$ cat src/rtl/udgc_pkg.sv
package udgc_pkg;

	// grid and number format
	localparam int GRID_SIDE = 64;
	localparam int FRAC_BITS = 8;
	localparam int PT_W = 14;
	localparam int COORD_W = $clog2(GRID_SIDE);
	localparam int ADDR_W = 2 * COORD_W;
	localparam int MAP_DEPTH = GRID_SIDE * GRID_SIDE;
	localparam int FRAC_ONE = 1 << FRAC_BITS;
	localparam int SQ_W = 2 * FRAC_BITS + 1;
	localparam int D2_W = SQ_W + 1;

	// epoch tags stored in the center map, zero means never marked
	localparam int EPOCH_W = 8;
	localparam int EPOCH_MAX = (1 << EPOCH_W) - 1;

	// queue between front and back
	localparam int Q_DEPTH = 4;
	localparam int Q_PTR_W = $clog2(Q_DEPTH);
	localparam int Q_CNT_W = $clog2(Q_DEPTH + 1);

	typedef logic [COORD_W-1:0] coord_t;
	typedef logic [EPOCH_W-1:0] epoch_t;
	typedef logic [ADDR_W-1:0] addr_t;

	localparam coord_t EDGE_CELL = coord_t'(GRID_SIDE - 1);
	localparam logic [D2_W-1:0] D2_ONE = D2_W'(FRAC_ONE * FRAC_ONE);
	localparam epoch_t EPOCH_FIRST = epoch_t'(1);
	localparam epoch_t EPOCH_LAST = epoch_t'(EPOCH_MAX);
	localparam addr_t WIPE_LAST = addr_t'(MAP_DEPTH - 1);

	// classified point handed from front to back
	typedef struct packed {
		coord_t ax;
		coord_t ay;
		coord_t bx;
		coord_t by;
		logic in_a;
		logic in_b;
		epoch_t epoch;
		logic act;
		logic wipe;
	} cand_t;

	typedef enum logic {
		BK_WIPE,
		BK_RUN
	} bk_state_t;

endpackage

$ cat src/rtl/udgc_queue.sv
module udgc_queue (
	input logic clk,
	input logic arst_n,
	input logic push,
	input udgc_pkg::cand_t push_item,
	input logic pop,
	output udgc_pkg::cand_t head,
	output logic head_valid,
	output logic full
);

	udgc_pkg::cand_t slots_q [udgc_pkg::Q_DEPTH];
	logic [udgc_pkg::Q_PTR_W-1:0] wr_ptr_q;
	logic [udgc_pkg::Q_PTR_W-1:0] rd_ptr_q;
	logic [udgc_pkg::Q_CNT_W-1:0] cnt_q;

	assign head = slots_q[rd_ptr_q];
	assign head_valid = cnt_q != '0;
	assign full = cnt_q == udgc_pkg::Q_CNT_W'(udgc_pkg::Q_DEPTH);

	// pointers and fill count
	always_ff @(posedge clk or negedge arst_n) begin
		if (!arst_n) begin
			wr_ptr_q <= '0;
			rd_ptr_q <= '0;
			cnt_q <= '0;
		end else begin
			if (push) begin
				wr_ptr_q <= wr_ptr_q + 1'b1;
			end
			if (pop) begin
				rd_ptr_q <= rd_ptr_q + 1'b1;
			end
			if (push && !pop) begin
				cnt_q <= cnt_q + 1'b1;
			end else if (pop && !push) begin
				cnt_q <= cnt_q - 1'b1;
			end
		end
	end

	// slot storage
	always_ff @(posedge clk) begin
		if (push) begin
			slots_q[wr_ptr_q] <= push_item;
		end
	end

endmodule

$ cat config.mk
export PLATFORM = sky130hd
export DESIGN_NAME = udgc_queue
export DESIGN_NICKNAME = d
export VERILOG_FILES = /design/src/rtl/udgc_pkg.sv /design/src/rtl/udgc_queue.sv
export SDC_FILE = /design/constraint.sdc
export NUM_CORES = 1
export LEC_CHECK = 0
export ABC_AREA = 1
export BUFFER_PORTS_ARGS = -buffer_cell sky130_fd_sc_hd__buf_2
export CAP_MARGIN = 30
export CORE_MARGIN = 10
export CORE_UTILIZATION = 45
export DETAILED_ROUTE_END_ITERATION = 10
export GPL_ROUTABILITY_DRIVEN = 0
export HOLD_SLACK_MARGIN = 0.06
export PLACE_DENSITY = 0.74
export SYNTH_ARGS = -nofsm -noshare
export SYNTH_HDL_FRONTEND = slang
export SYNTH_SLANG_ARGS = --single-unit
$ cat constraint.sdc
create_clock -name clk -period 2 [get_ports clk]
set_clock_uncertainty 0.15 [all_clocks]
set_input_delay 0 -clock clk [delete_from_list [all_inputs] [get_ports clk]]
set_output_delay 0 -clock clk [all_outputs]
set_load 0.05 [all_outputs]
==> results of run 1 <==
layout make-up:
class / instances / area [um2]
timing repair buffer: 132 / 985
inverter: 84 / 329
clock buffer: 22 / 444
tap: 176 / 220
fill: 1032 / 5670
clock inverter: 6 / 56.3
sequential: 151 / 4500
multi-input combinational: 209 / 1140
cell usage after synthesis, drive strengths merged:
master / number / area (um2)
buf: 18 / 128
clkbuf: 6 / 72.6
dfrtp: 7 / 175
nor2: 1 / 3.75
nor3: 1 / 5.00
clkinv: 1 / 8.76
ha: 5 / 62.6
inv: 83 / 312
nand2: 122 / 458
edfxtp: 144 / 4320
fa: 1 / 20.0
o211ai: 72 / 541
xor2: 3 / 26.3
o21ai: 1 / 5.00
nand3: 1 / 5.00
xnor2: 1 / 8.76
nand4: 1 / 6.26
stage by stage:
step / hold WS (ps) / power, mW
after detailed placement: -297 / 9.91
after CTS: 160 / 12.8
final: 178 / 12.7
after floorplan: -446 / 8.62
after global routing: 186 / 13.4
after global placement: -300 / 9.76
worst paths after layout:
| check | endpoint | startpoint | slack [ps] |
|---|---|---|---|
| worst max-delay path | head[33] | rd_ptr_q[0]$_DFFE_PN0P_ | 80 |
| worst min-delay path | rd_ptr_q[0]$_DFFE_PN0P_ | pop | 180 |
| worst max register to register | slots_q[2][18]$_DFFE_PP_ | wr_ptr_q[0]$_DFFE_PN0P_ | 490 |
| worst min register to register | cnt_q[2]$_DFFE_PN0P_ | cnt_q[2]$_DFFE_PN0P_ | 330 |
| max in group asynchronous | rd_ptr_q[0]$_DFFE_PN0P_ | arst_n | 1000 |
| min in group asynchronous | wr_ptr_q[0]$_DFFE_PN0P_ | arst_n | 400 |
worst min-delay path, stage by stage:
cell and delay, ps:
dlygate4sd3_1 510, buf_2 130, xor2_1 70
kinds of logic (layout without fill, tap and decap cells):
logic type      after synthesis  after routing  share of synthesized area
flops                       151            151                      0.730
simple gates                126            126                     0.0776
buf+inv                     108            244                     0.0845
fa+ha+maj                     6              6                     0.0134
compound gates               73             73                     0.0885
xor+xnor                      4              4                    0.00569
flip-flops by register name, summed over array words and instances (netlist names):
register and flops:
wr_ptr_q 2, rd_ptr_q 2, cnt_q 3, slots_q 144
metal layers:
metal / up-vias / GRT usage / part of all wire
met2: 95 / 0.238 / 0.51
met3: 10 / 0.0462 / 0.061
li1: 1865 / - / -
met1: 1791 / 0.163 / 0.42
met4: 0 / 0.0544 / 0.0088
met5: - / 0 / 0
where the power goes:
part	switching [mW]	internal (mW)
logic	4.07	1.45
clock network	1.11	1.67
registers	0.239	4.15
repair_timing:
action,4_1_cts,5_1_grt
pin swaps,0,0
endpoints found under the setup margin,3,6
hold endpoints to repair,158,0
resized for setup,0,5
buffers inserted,1,0
hold buffers,40,0
cloned,0,0
==> results.sh, run 1 <==
export IMPL_final_core_util=0.575
export IMPL_htreeDepth=4
export IMPL_maxCapViolations=0
export IMPL_max_slew_margin=0.750
export IMPL_finalHoldViolations=0
export IMPL_core_area_um2=13300
export IMPL_finalSetupTns_ps=0
export IMPL_cp_slowest_cell="dfrtp_4"
export IMPL_hold_path_class="in -> reg"
export IMPL_final_max_slew_viol_count=0
export IMPL_synth_cell_area_um2=6160
export IMPL_placedCellCount=711
export IMPL_avgSynthCellArea_um2=13.2
export IMPL_grt_setup_unrepaired="false"
export IMPL_grtUsageTotal=0.141
export IMPL_most_common_layout_cells="edfxtp_1, nand2_1, inv_1"
export IMPL_dp_slack_ps=442
export IMPL_cts_buffers=17
export IMPL_ios=78
export IMPL_layout_nets=641
export IMPL_path_cells="buf_4, nand2_1, o211ai_1, nand2_1, buf_2"
export IMPL_overflow=0
export IMPL_worstSkewPairLatency_ps=420
export IMPL_avgRoutedWirePerCell_um=16.0
export IMPL_stdcell_area_um2=7680
export IMPL_seq_area_frac_synth=0.730
export IMPL_dpl_instance_area_um2=6750
export IMPL_crit_buf_inv=2
export IMPL_stdcell_count=780
export IMPL_hpwl_mm=7.43
export IMPL_port_buffers=77
export IMPL_layout_setup_ws_ps=77.6
export IMPL_routed_via_density=4.82
export IMPL_final_min_clock_period_ps=1920
export IMPL_min_path_cells=3
export IMPL_final_common_cell="edfxtp_1"
export IMPL_area_growth_pct=24.6
export IMPL_finalWirelength_mm=12.5
export IMPL_power_density_nw_per_um2=1650
export IMPL_cp_required_ps=1850
export IMPL_drtIter0Drc=188
export IMPL_grt_pass1_wl_mm=20.3
export IMPL_antenna_left=0
export IMPL_cp_arrival_ps=1770
export IMPL_num_antenna_cells=0
export IMPL_cp_start_kind="register"
export IMPL_clk_pin_slew_worst_paths_ps=50
export IMPL_clkSinkCount=151
export IMPL_cp_depth=5
export IMPL_drtPass1Iterations=4
export IMPL_setup_violations=0
export IMPL_r2r_cells=5
export IMPL_crit_fanout=20
export IMPL_path_class="reg -> out"
export IMPL_yosys_warnings=0
export IMPL_grt_max_degree=45
export IMPL_synth_seq_cells=151
export IMPL_max_stage_delay_ps=580
export IMPL_syn_nets=514
export IMPL_fp_dieW_um=137
export IMPL_worstSetupEndpointType="primary output"
export IMPL_ir_drop_mv=1.11
export IMPL_cts_path_max_buffers=2
export IMPL_drive_above_1_share=0.192
export IMPL_die_area_um2=18800
export IMPL_root_buffer="clkbuf_16"
export IMPL_grt_pass1_vias=4016
export IMPL_synth_distinct_cells=20
export IMPL_worst_pin_slew_ps=374
export IMPL_grt_antenna_before_repair=0
export IMPL_finalCritPeriodShare=0.961
export IMPL_initial_core_util=0.462
export IMPL_timing_fmax_mhz=520
export IMPL_cts_tree="built"
export IMPL_outcome="complete, no violations"
export IMPL_syn_inst=468
export IMPL_path_common_cell="nand2_1"
export IMPL_die_y_um=137
export IMPL_num_rows=42
export IMPL_num_vias=3761
export IMPL_cp_top_family="flip-flops"
export IMPL_p_leak_nw=3.13
export IMPL_route_detailed_drc=0
Note: power is estimated with default switching activity, not from simulation.
==> inputs of run 2 (changes only) <==
- CAP_MARGIN: 30 -> default
- CORE_UTILIZATION: 45 -> 40
- PLACE_DENSITY: 0.74 -> 0.68
==> run 2 against run 1 <==
- non-clock buffer count grew 1
- sequential power about the same
- sequential share of layout area is 0.85 points lower
- sequential cell count stayed put
- total power grew 1.9%
- first-iteration DRC count shrank 0.53%
- critical endpoint is now head[10]
- largest cell class unchanged
- largest power group unchanged
==> results.sh, run 2 (same netlist as run 1, synthesis figures left out) <==
export IMPL_outcome="complete, no violations"
export IMPL_cp_required_ps=1850
export IMPL_final_min_clock_period_ps=1900
export IMPL_ios=78
export IMPL_cp_start_kind="register"
export IMPL_max_flop_register="slots_q"
export IMPL_finalHoldViolations=0
export IMPL_setup_violations=0
export IMPL_routed_via_density=4.76
export IMPL_fp_dieW_um=144
export IMPL_avgRoutedWirePerCell_um=15.8
export IMPL_timing_fmax_mhz=527
export IMPL_hold_end="slots_q[3][23]$_DFFE_PP_"
export IMPL_netSwitchingFraction=0.431
export IMPL_num_rows=45
export IMPL_drtPass1Iterations=7
export IMPL_stdcell_count=797
export IMPL_combPwrFrac=0.436
export IMPL_r2r_cells=5
export IMPL_grt_pass1_vias=3808
export IMPL_die_y_um=144
export IMPL_area_growth_pct=26.5
export IMPL_met3_usage=0.0417
export IMPL_drtIter0Drc=187
export IMPL_die_area_um2=20800
export IMPL_layout_setup_ws_ps=103
export IMPL_fill_cells=1262
export IMPL_grtUsageTotal=0.121
export IMPL_finalPower_mw=12.9
export IMPL_worst_pin_slew_ps=371
export IMPL_regToRegEndpoint="slots_q[0][35]$_DFFE_PP_"
export IMPL_htreeDepth=4
export IMPL_dp_slack_ps=367
export IMPL_pwr_share_clk=0.223
export IMPL_finalCritPeriodShare=0.949
export IMPL_most_common_layout_cells="edfxtp_1, nand2_1, inv_1"
export IMPL_hp_start="push_item[23]"
export IMPL_clkSinkCount=151
export IMPL_power_switching_mw=5.57
export IMPL_grt_busiest_layer="met2"
export IMPL_initial_core_util=0.407
export IMPL_layout_nets=642
export IMPL_seq_power_share=0.341
export IMPL_overflow=0
export IMPL_antenna_left=0
export IMPL_drive_above_1_share=0.207
export IMPL_final_max_slew_viol_count=0
export IMPL_ir_drop_mv=0.898
export IMPL_cts_path_max_buffers=2
export IMPL_largest_reg_flops=144
export IMPL_use_met2=0.199
export IMPL_cts_tree="built"
export IMPL_power_density_nw_per_um2=1660
export IMPL_p_leak_nw=3.18
export IMPL_max_slew_margin=0.752
export IMPL_port_buffers=77
export IMPL_p_int_mw=7.36
export IMPL_crit_fanout=58
export IMPL_num_antenna_cells=0
export IMPL_min_path_cells=2
export IMPL_cp_arrival_ps=1750
export IMPL_grt_pass1_wl_mm=19.3
export IMPL_reg2reg_from="wr_ptr_q[0]$_DFFE_PN0P_"
export IMPL_cts_buffers=17
export IMPL_r2r_setup_slack_ps=370
export IMPL_worstSetupEndpointType="primary output"
export IMPL_core_area_um2=15100
export IMPL_finalSetupTns_ps=0
export IMPL_met1_usage=0.145
export IMPL_worstSkewPairLatency_ps=410
export IMPL_path_class="reg -> out"
export IMPL_num_vias=3790
export IMPL_placedCellCount=721
export IMPL_grt_antenna_before_repair=0
export IMPL_grt_max_degree=89
export IMPL_hpwl_mm=7.81
export IMPL_clk_pin_slew_worst_paths_ps=60
export IMPL_hold_path_class="in -> reg"
export IMPL_maxCapViolations=0
export IMPL_grt_setup_unrepaired="false"
export IMPL_root_buffer="clkbuf_16"
export IMPL_route_detailed_drc=0
export IMPL_final_core_util=0.515
export IMPL_final_common_cell="edfxtp_1"
export IMPL_finalWirelength_mm=12.6
export IMPL_reg_top3="slots_q: 144 flops, cnt_q: 3 flops"
[run 2: what timing repair did]
item,4_1_cts,5_1_grt
buffers inserted,0,2
endpoints found under the hold margin,185,0
resized for setup,0,4
endpoints found under the setup margin,0,33
hold buffers,40,0
[run 2: layout make-up]
| cell class | instances | area [um2] | area share |
|---|---|---|---|
| inverter | 84 | 323 | 0.0414 |
| sequential | 151 | 4500 | 0.578 |
| timing repair buffer | 133 | 1050 | 0.135 |
| clock inverter | 14 | 110 | 0.0141 |
| tap | 188 | 235 | 0.0302 |
| clock buffer | 18 | 429 | 0.0551 |
| multi-input combinational | 209 | 1140 | 0.146 |
[run 2: metal layers]
| metal | vias to the layer above | share of wire |
|---|---|---|
| met5 | - | 0 |
| met4 | 0 | 0.012 |
| met2 | 85 | 0.50 |
| met3 | 14 | 0.057 |
| li1 | 1875 | - |
| met1 | 1816 | 0.43 |
[run 2: worst max path at each step]
stage | from | to | slack [ps] | depth (start not counted)
global placement | wr_ptr_q[0]$_DFFE_PN0P_ | slots_q[0][33]$_DFFE_PP_ | 390 | 5
detailed placement | wr_ptr_q[0]$_DFFE_PN0P_ | slots_q[0][33]$_DFFE_PP_ | 370 | 5
floorplan | wr_ptr_q[0]$_DFFE_PN0P_ | slots_q[2][0]$_DFFE_PP_ | 80 | 4
global route | rd_ptr_q[0]$_DFFE_PN0P_ | head[31] | 9 | 4
CTS | rd_ptr_q[0]$_DFFE_PN0P_ | head[31] | 2 | 4
finish | rd_ptr_q[0]$_DFFE_PN0P_ | head[10] | 100 | 5
[run 2: through the flow]
step | cell area (um2) | hold WS, ps
finish | 7790 | 186
global route | 7790 | 195
CTS | 7720 | 172
detailed placement | 6780 | -293
global placement | 6780 | -303
floorplan | 6160 | -446
[run 2: critical path, cell delays in order, from the launching register on]
cell      delay (ps)
dfrtp_4          540
buf_12           200
nand2_1          120
o211ai_1          80
nand2_1           90
buf_2            260
[run 2: power groups by stage]
stage               clock [mW]  sequential (mW)  combinational [mW]
floorplan                    0             4.36                4.26
global placement             0             4.42                5.38
detailed placement           0             4.45                5.45
CTS                       2.94             4.39                5.52
global route              3.09             4.46                6.09
finish                    2.89             4.41                5.63
