--- config.mk ---
export PLATFORM = sky130hd
export DESIGN_NAME = udgc_front
export DESIGN_NICKNAME = d
export VERILOG_FILES = /design/src/rtl/udgc_pkg.sv /design/src/rtl/udgc_front.sv
export SDC_FILE = /design/constraint.sdc
export NUM_CORES = 1
export LEC_CHECK = 0
export BUFFER_PORTS_ARGS = -buffer_cell sky130_fd_sc_hd__clkbuf_2
export CELL_PAD_IN_SITES_DETAIL_PLACEMENT = 1
export CELL_PAD_IN_SITES_GLOBAL_PLACEMENT = 1
export CORE_UTILIZATION = 52
export CTS_CLUSTER_DIAMETER = 150
export DETAILED_ROUTE_END_ITERATION = 7
export GPL_ROUTABILITY_DRIVEN = 0
export GPL_TIMING_DRIVEN = 0
export PLACE_DENSITY_LB_ADDON = 0.1
export SLEW_MARGIN = 0
export SYNTH_ARGS = -nofsm -noshare
export SYNTH_HDL_FRONTEND = slang
export SYNTH_SLANG_ARGS = --single-unit
--- constraint.sdc ---
create_clock -name clk -period 11.09 [get_ports clk]
set_input_delay 0.5545 -clock clk [delete_from_list [all_inputs] [get_ports clk]]
set_output_delay 0.5545 -clock clk [all_outputs]
set_load 0.005 [all_outputs]
--- src/rtl/udgc_pkg.sv ---
package udgc_pkg;

	// grid and number format
	localparam int GRID_SIDE = 64;
	localparam int FRAC_BITS = 8;
	localparam int PT_W = 14;
	localparam int COORD_W = $clog2(GRID_SIDE);
	localparam int ADDR_W = 2 * COORD_W;
	localparam int MAP_DEPTH = GRID_SIDE * GRID_SIDE;
	localparam int FRAC_ONE = 1 << FRAC_BITS;
	localparam int SQ_W = 2 * FRAC_BITS + 1;
	localparam int D2_W = SQ_W + 1;

	// epoch tags stored in the center map, zero means never marked
	localparam int EPOCH_W = 8;
	localparam int EPOCH_MAX = (1 << EPOCH_W) - 1;

	// queue between front and back
	localparam int Q_DEPTH = 4;
	localparam int Q_PTR_W = $clog2(Q_DEPTH);
	localparam int Q_CNT_W = $clog2(Q_DEPTH + 1);

	typedef logic [COORD_W-1:0] coord_t;
	typedef logic [EPOCH_W-1:0] epoch_t;
	typedef logic [ADDR_W-1:0] addr_t;

	localparam coord_t EDGE_CELL = coord_t'(GRID_SIDE - 1);
	localparam logic [D2_W-1:0] D2_ONE = D2_W'(FRAC_ONE * FRAC_ONE);
	localparam epoch_t EPOCH_FIRST = epoch_t'(1);
	localparam epoch_t EPOCH_LAST = epoch_t'(EPOCH_MAX);
	localparam addr_t WIPE_LAST = addr_t'(MAP_DEPTH - 1);

	// classified point handed from front to back
	typedef struct packed {
		coord_t ax;
		coord_t ay;
		coord_t bx;
		coord_t by;
		logic in_a;
		logic in_b;
		epoch_t epoch;
		logic act;
		logic wipe;
	} cand_t;

	typedef enum logic {
		BK_WIPE,
		BK_RUN
	} bk_state_t;

endpackage

--- src/rtl/udgc_front.sv ---
module udgc_front (
	input logic clk,
	input logic arst_n,
	input logic in_valid,
	output logic in_stall,
	input logic new_set,
	input logic [udgc_pkg::PT_W-1:0] point_x,
	input logic [udgc_pkg::PT_W-1:0] point_y,
	input logic wiping,
	input logic q_full,
	output logic push,
	output udgc_pkg::cand_t push_item
);

	logic valid_s1;
	logic [udgc_pkg::PT_W-1:0] x_s1;
	logic [udgc_pkg::PT_W-1:0] y_s1;
	udgc_pkg::epoch_t epoch_s1;
	logic wipe_s1;
	udgc_pkg::epoch_t epoch_q;
	udgc_pkg::epoch_t epoch_nxt;
	logic wipe_nxt;
	logic accept;

	udgc_pkg::coord_t cx;
	udgc_pkg::coord_t cy;
	logic [udgc_pkg::FRAC_BITS:0] fx_lo;
	logic [udgc_pkg::FRAC_BITS:0] fx_hi;
	logic [udgc_pkg::FRAC_BITS:0] fy_lo;
	logic [udgc_pkg::FRAC_BITS:0] fy_hi;
	logic [udgc_pkg::SQ_W-1:0] sqx_lo;
	logic [udgc_pkg::SQ_W-1:0] sqx_hi;
	logic [udgc_pkg::SQ_W-1:0] sqy_lo;
	logic [udgc_pkg::SQ_W-1:0] sqy_hi;
	logic [udgc_pkg::D2_W-1:0] d2_a;
	logic [udgc_pkg::D2_W-1:0] d2_b;
	logic odd;
	logic ax_hi;
	logic ay_hi;
	logic drop;

	// input handshake
	assign in_stall = wiping || (valid_s1 && q_full);
	assign accept = in_valid && !in_stall;

	// a new set moves to a fresh epoch, wrapping asks the back for a wipe
	always_comb begin
		epoch_nxt = epoch_q;
		wipe_nxt = 1'b0;
		if (new_set) begin
			if (epoch_q == udgc_pkg::EPOCH_LAST) begin
				epoch_nxt = udgc_pkg::EPOCH_FIRST;
				wipe_nxt = 1'b1;
			end else begin
				epoch_nxt = epoch_q + 1'b1;
			end
		end
	end

	always_ff @(posedge clk or negedge arst_n) begin
		if (!arst_n) begin
			valid_s1 <= 1'b0;
			epoch_q <= udgc_pkg::EPOCH_FIRST;
		end else if (accept) begin
			valid_s1 <= 1'b1;
			epoch_q <= epoch_nxt;
		end else if (!q_full) begin
			valid_s1 <= 1'b0;
		end
	end

	always_ff @(posedge clk) begin
		if (accept) begin
			x_s1 <= point_x;
			y_s1 <= point_y;
			epoch_s1 <= epoch_nxt;
			wipe_s1 <= wipe_nxt;
		end
	end

	// cell, fraction offsets to both sides of the cell
	assign cx = x_s1[udgc_pkg::PT_W-1:udgc_pkg::FRAC_BITS];
	assign cy = y_s1[udgc_pkg::PT_W-1:udgc_pkg::FRAC_BITS];
	assign fx_lo = {1'b0, x_s1[udgc_pkg::FRAC_BITS-1:0]};
	assign fy_lo = {1'b0, y_s1[udgc_pkg::FRAC_BITS-1:0]};
	assign fx_hi = (udgc_pkg::FRAC_BITS+1)'(udgc_pkg::FRAC_ONE) - fx_lo;
	assign fy_hi = (udgc_pkg::FRAC_BITS+1)'(udgc_pkg::FRAC_ONE) - fy_lo;

	assign sqx_lo = udgc_pkg::SQ_W'(fx_lo) * udgc_pkg::SQ_W'(fx_lo);
	assign sqx_hi = udgc_pkg::SQ_W'(fx_hi) * udgc_pkg::SQ_W'(fx_hi);
	assign sqy_lo = udgc_pkg::SQ_W'(fy_lo) * udgc_pkg::SQ_W'(fy_lo);
	assign sqy_hi = udgc_pkg::SQ_W'(fy_hi) * udgc_pkg::SQ_W'(fy_hi);

	// even-sum diagonal; corner b sits opposite corner a
	assign odd = cx[0] ^ cy[0];
	assign ax_hi = odd && !cx[0];
	assign ay_hi = odd && cx[0];

	assign d2_a = udgc_pkg::D2_W'(ax_hi ? sqx_hi : sqx_lo)
		+ udgc_pkg::D2_W'(ay_hi ? sqy_hi : sqy_lo);
	assign d2_b = udgc_pkg::D2_W'(ax_hi ? sqx_lo : sqx_hi)
		+ udgc_pkg::D2_W'(ay_hi ? sqy_lo : sqy_hi);

	assign drop = (cx >= udgc_pkg::EDGE_CELL) || (cy >= udgc_pkg::EDGE_CELL);

	// classified item into the queue
	always_comb begin
		push_item.ax = cx + udgc_pkg::coord_t'(ax_hi);
		push_item.ay = cy + udgc_pkg::coord_t'(ay_hi);
		push_item.bx = cx + udgc_pkg::coord_t'(!ax_hi);
		push_item.by = cy + udgc_pkg::coord_t'(!ay_hi);
		push_item.in_a = d2_a <= udgc_pkg::D2_ONE;
		push_item.in_b = d2_b <= udgc_pkg::D2_ONE;
		push_item.epoch = epoch_s1;
		push_item.act = !drop;
		push_item.wipe = wipe_s1;
	end

	assign push = valid_s1 && !q_full && (!drop || wipe_s1);

endmodule

==> results of run 1 <==
## per-stage QoR
| step | utilization, % | total power [uW] | worst slack [ps] | cells | hold WS (ps) |
|---|---|---|---|---|---|
| final | 57.2 | 3070 | 1590 | 1692 | 118 |
| after global routing | 57.2 | 3420 | 822 | 1692 | 127 |
| after CTS | 57.2 | 3070 | 1520 | 1692 | 118 |
| after detailed placement | 56.5 | 2900 | 1860 | 1684 | 430 |
| after global placement | 56.5 | 2810 | 1990 | 1684 | 427 |
| after floorplan | - | 2230 | 3530 | 1338 | 259 |
## layer usage
layer | vias up | share of wire, % | wire [um]
met5 | - | 0 | 0
met4 | 0 | 2.5 | 746
met3 | 50 | 3.1 | 954
met2 | 171 | 51 | 15400
met1 | 4652 | 44 | 13400
li1 | 4538 | - | -
## cell families (layout without fill, tap and decap cells)
kind of cell	Yosys count	after routing	synth area share, %
simple gates	412	412	18.0
xor+xnor	104	104	8.18
compound gates	215	215	11.7
mux	21	21	2.06
flops	46	46	12.0
fa+ha+maj	278	278	39.4
buf+inv	250	329	8.54
other cells	2	12	0.0674
## registers in the layout (all words and copies together), names as in the netlist
register and cells:
epoch_s1 8, wipe_s1 1, y_s1 14, valid_s1 1, epoch_q 8, x_s1 14
## layout make-up
class | instances | area [um^2]
buffer | 36 | 148
clock buffer | 6 | 129
clock inverter | 2 | 13.8
fill | 2627 | 9000
inverter | 214 | 803
multi-input combinational | 1042 | 8890
sequential | 46 | 1340
tap | 275 | 344
timing repair buffer | 71 | 355
## layout by cell type (no fill, tap or decap), types with 8 or more instances in the layout
master / count
ha_1: 156
nor2_1: 71
xnor2_1: 62
o21ai_0: 69
mux2_2: 14
nor2b_1: 12
nand2b_1: 26
conb_1: 12
inv_1: 213
fa_1: 122
xor2_1: 42
clkbuf_1: 33
a21o_1: 13
nand2_1: 143
a211oi_1: 8
and3_1: 14
edfxtp_1: 37
nand3_1: 28
or3_1: 9
and2_1: 54
nor3_1: 25
dfrtp_1: 8
a21oi_1: 65
clkbuf_2: 71
## worst max-delay path, delay by kind of cell, from the launching register on
| family | cells | cell delay [ps] |
|---|---|---|
| xor gates and xnor gates | 3 | 970 |
| buffers and inverters | 5 | 830 |
| DFF | 1 | 540 |
| adders and majority gates | 7 | 3050 |
| AOI/OAI and AO/OA | 8 | 1710 |
| and+or+nand+nor | 7 | 1550 |
## worst paths after layout
kind / depth (start not counted) / to / start / slack (ps)
min in group clk: 1 / y_s1[8] / point_y[8] / 430
max in group asynchronous: 1 / epoch_q[0] / arst_n / 10710
worst max register to register: 8 / epoch_q[0] / epoch_q[0] / 8930
worst min-delay path: 1 / epoch_q[5] / arst_n / 120
worst min register to register: 2 / valid_s1 / valid_s1 / 510
worst max-delay path: 30 / push_item[10] / x_s1[0] / 1590
## power by group
| part | internal [uW] | switching, uW |
|---|---|---|
| combinational | 1070 | 1630 |
| clock | 83.7 | 66.9 |
| sequential | 209 | 19.7 |
| total | 1360 | 1710 |
==> results.py, run 1 <==
metrics = {
    "status": {
        "status": "completed",
    },
    "place": {
        "placed_area_um2": 11900,
        "hpwl_mm": 26.1,
        "port_buffers": 71,
    },
    "floorplanning": {
        "fp.dieArea_um2": 22000,
        "die_h_um": 148,
        "ios": 72,
        "dieWidth_um": 148,
        "rows": 53,
        "coreArea_um2": 21000,
        "start_util_pct": 53.0,
    },
    "synth": {
        "synth_ff_type": "edfxtp_1",
        "post-synth-top-count-cell": "inv_1",
        "synth_top_area_share_pct": 21.9,
        "ys_ff_latch": 46,
        "synth_edf_count": 37,
        "yosysSeqAreaShare_pct": 12.0,
        "yosysWarningCount": 0,
        "synth.area.top_cells": "fa_1 (22%), ha_1 (18%), edfxtp_1 (10%)",
        "synth.top_cells.by_count": "inv_1 (214), ha_1 (156), nand2_1 (143)",
        "synth_cell_types": 64,
        "syn_avg_cell_area_um2": 8.39,
        "syn_inst": 1328,
        "syn_area_um2": 11100,
        "synthArstFlopShare_pct": 19.6,
        "yosys.area.top_type": "fa_1",
    },
    "timing": {
        "finalSetupViolations": 0,
        "clock-skew-final_ps": 4.23,
        "rsz0062_at_grt": "false",
        "hold_viol": 0,
        "fin_tns_setup_ps": 0,
        "fmax_mhz": 105,
        "fin_crit_sh_pct": 85.6,
        "slew_violations": 0,
        "period_needed_ps": 9500,
        "slew_headroom_pct": 37.5,
        "worstMarginPinSlew_ps": 936,
    },
    "clocking": {
        "cts_resized": 0,
        "cts-buffers-inserted": 5,
        "cts_hold_buf": 0,
        "clock_sinks": 46,
        "htreeDepth": 2,
        "clockBufferDepth": 2,
        "path_clk_slew_ps": 70,
        "insertion_delay_ps": 290,
        "post-cts-setup-buffers": 0,
        "cts_tree": "done",
        "clock_tree.root_cell": "clkbuf_16",
    },
    "drt": {
        "vias": 9411,
        "postRouteAntennaNets": 0,
        "wl_per_cell_um": 18.0,
        "vias_per_cell": 5.56,
        "drtIter0Drc": 379,
        "post-route-drc-count": 0,
        "wl_mm": 30.4,
        "dr.pass1.iters": 7,
    },
    "worst_hold_path": {
        "hp-class": "input port to async pin",
    },
    "grt": {
        "met2_usage_pct": 53.4,
        "grt_use_total_pct": 29.3,
        "use_met1_pct": 36.6,
        "grt_pass1_vias": 10315,
        "overflow": 0,
        "grt_pass1_wl_mm": 51.0,
        "grt-busiest-layer": "met2",
        "grt_max_degree": 43,
        "grt_util_met3_pct": 3.01,
        "antenna_found_initial": 0,
    },
    "setup_path": {
        "critical-path-slowest-cell": "xor2_1",
        "max_stage_delay_ps": 590,
        "startpoint_type": "flip-flop",
        "path_common_cell": "fa_1",
        "cp.arrival_ps": 8940,
        "crit_type": "flip-flop to output port",
        "crit_fanout": 10,
        "endpoint_kind": "output port",
        "cp_data_required_time_ps": 10540,
    },
    "layout": {
        "antenna_cells": 0,
        "nNetsFinal": 1728,
        "area_delta_synth_final_pct": 7.90,
        "finish.instance_area_um2": 12000,
        "layout-drive-gt1-share_pct": 7.97,
    },
    "run": {
        "drv_cap": 0,
    },
    "power": {
        "power.leakage_uw": 0.00593,
        "ir_drop_mv": 0.143,
        "powerDensity_nw_per_um2": 256,
    },
}
Note: power is estimated with default switching activity, not from simulation.
==> run 2: changes to the inputs <==
CORE_UTILIZATION = 49   (was 52)
clock period = 10 ns   (was 11.09 ns; I/O delays follow)
==> results.py, run 2 (synthesis gave the netlist of run 1 again) <==
metrics = {
    "status": {
        "status": "completed",
    },
    "timing": {
        "clock-skew-final_ps": 6.93,
        "worst_hold_slack_ps": 47.1,
        "slew_headroom_pct": 37.9,
        "fmax_mhz": 106,
        "rsz0062_at_grt": "false",
        "period_needed_ps": 9410,
        "slew_violations": 0,
        "fin_crit_sh_pct": 94.1,
        "hold_viol": 0,
        "fin_tns_setup_ps": 0,
        "worstMarginPinSlew_ps": 925,
        "finalSetupViolations": 0,
    },
    "floorplanning": {
        "die_h_um": 153,
        "fp.dieArea_um2": 23300,
        "dieWidth_um": 153,
        "start_util_pct": 50.6,
        "rows": 54,
        "coreArea_um2": 22000,
        "ios": 72,
    },
    "drt": {
        "postRouteAntennaNets": 0,
        "vias_per_cell": 5.57,
        "drtIter0Drc": 317,
        "wl_mm": 30.7,
        "dr.pass1.iters": 4,
        "wl_per_cell_um": 18.1,
        "post-route-drc-count": 0,
        "vias": 9452,
    },
    "layout": {
        "area_delta_synth_final_pct": 8.20,
        "top_regs": "x_s1 (14), y_s1 (14)",
        "antenna_cells": 0,
        "layoutNonFillerInstCount": 1697,
        "nNetsFinal": 1728,
        "layout-drive-gt1-share_pct": 8.12,
        "final_common_cell": "inv_1",
        "final_cell_mix": "inv_1 (213), ha_1 (156), nand2_1 (143), fa_1 (122), clkbuf_2 (72)",
    },
    "clocking": {
        "clock_tree.root_cell": "clkbuf_16",
        "clock_sinks": 46,
        "htreeDepth": 2,
        "cts_tree": "done",
        "clockBufferDepth": 2,
        "insertion_delay_ps": 300,
        "path_clk_slew_ps": 70,
        "cts-buffers-inserted": 5,
        "cts_hold_buf": 0,
    },
    "place": {
        "dp.cells": 1689,
        "port_buffers": 71,
        "hpwl_mm": 26.1,
    },
    "grt": {
        "overflow": 0,
        "antenna_found_initial": 0,
        "grt_pass1_wl_mm": 51.5,
        "grt_max_degree": 43,
        "grt_pass1_vias": 10326,
        "grt_use_total_pct": 27.5,
    },
    "setup_path": {
        "cp_data_required_time_ps": 9500,
        "crit_fanout": 10,
        "cp.arrival_ps": 8910,
        "crit_type": "flip-flop to output port",
        "endpoint_kind": "output port",
        "reg2reg_slack_ps": 7830,
        "startpoint_type": "flip-flop",
        "max_stage_delay_ps": 620,
        "critical-path-slowest-cell": "xnor2_1",
        "path_common_cell": "inv_1",
    },
    "power": {
        "p_int_uw": 1520,
        "powerDensity_nw_per_um2": 282,
        "p_sw_share_pct": 55.2,
        "ir_drop_mv": 0.197,
        "fin_total_pwr_uw": 3400,
        "seqPwrFrac_pct": 7.4,
        "power.leakage_uw": 0.00594,
        "power_frac_comb_pct": 87.2,
        "clock_power_share_pct": 5.3,
        "switchingPower_uw": 1880,
    },
    "worst_hold_path": {
        "hp-class": "input port to async pin",
    },
    "run": {
        "drv_cap": 0,
    },
}
run 2: changes by cell type in the layout (fill, tap and decap cells not counted), sizes merged:
cell,previous run,this run
clkbuf,109,110
clkinv,2,0
clkinvlp,0,1
run 2: path summary, 6_finish.rpt:
check / endpoint / from / cells after the start
max reg2reg: epoch_q[0] / epoch_q[0] / 8
max in group asynchronous: epoch_q[0] / arst_n / 1
min reg2reg: valid_s1 / valid_s1 / 2
min in group clk: x_s1[4] / point_x[4] / 1
min: epoch_q[6] / arst_n / 1
max: push_item[10] / x_s1[0] / 32
run 2: through the flow:
stage / utilization, % / setup slack [ps] / cell area, um^2
floorplan: - / 2500 / 11200
global placement: 53.9 / 829 / 11900
detailed placement: 53.9 / 728 / 11900
CTS: 54.7 / 397 / 12000
global route: 54.7 / 57.4 / 12100
finish: 54.7 / 585 / 12100
run 2: power by group through the flow:
| stage | registers [uW] | clock network, uW | logic [uW] |
|---|---|---|---|
| finish | 253 | 181 | 2970 |
| CTS | 254 | 182 | 2950 |
| global route | 257 | 191 | 3330 |
| global placement | 257 | 0 | 2850 |
| detailed placement | 257 | 0 | 2930 |
| floorplan | 251 | 0 | 2230 |
run 2: cell type report:
type                    instances  area, um^2
well taps                     280         350
fillers                      2713        9970
repair buffers                 71         355
flip-flops and latches         46        1340
clock buffers                   7         154
plain buffers                  36         149
inverters                     214         803
multi-input cells            1042        8900
clock inverters                 1        7.51
run 2: routing by layer:
layer	share of wire, %	track usage, %	wire length (um)
met3	3.1	2.10	942
met5	0	0	0
met2	48	47.9	14700
met4	2.1	6.54	650
met1	47	37.0	14400
run 2: repair_timing:
item	4_1_cts	5_1_grt
endpoints found under the setup margin	0	1
resized for setup	0	3
buffers inserted	0	0
run 2: worst max-delay path: cells and delay by family, from the launching register on:
kind,cells,cell delay [ps]
flops,1,560
xor+xnor,3,900
simple gates,6,1320
compound gates,8,1860
buf+inv,8,1490
fa+ha+maj,7,2520
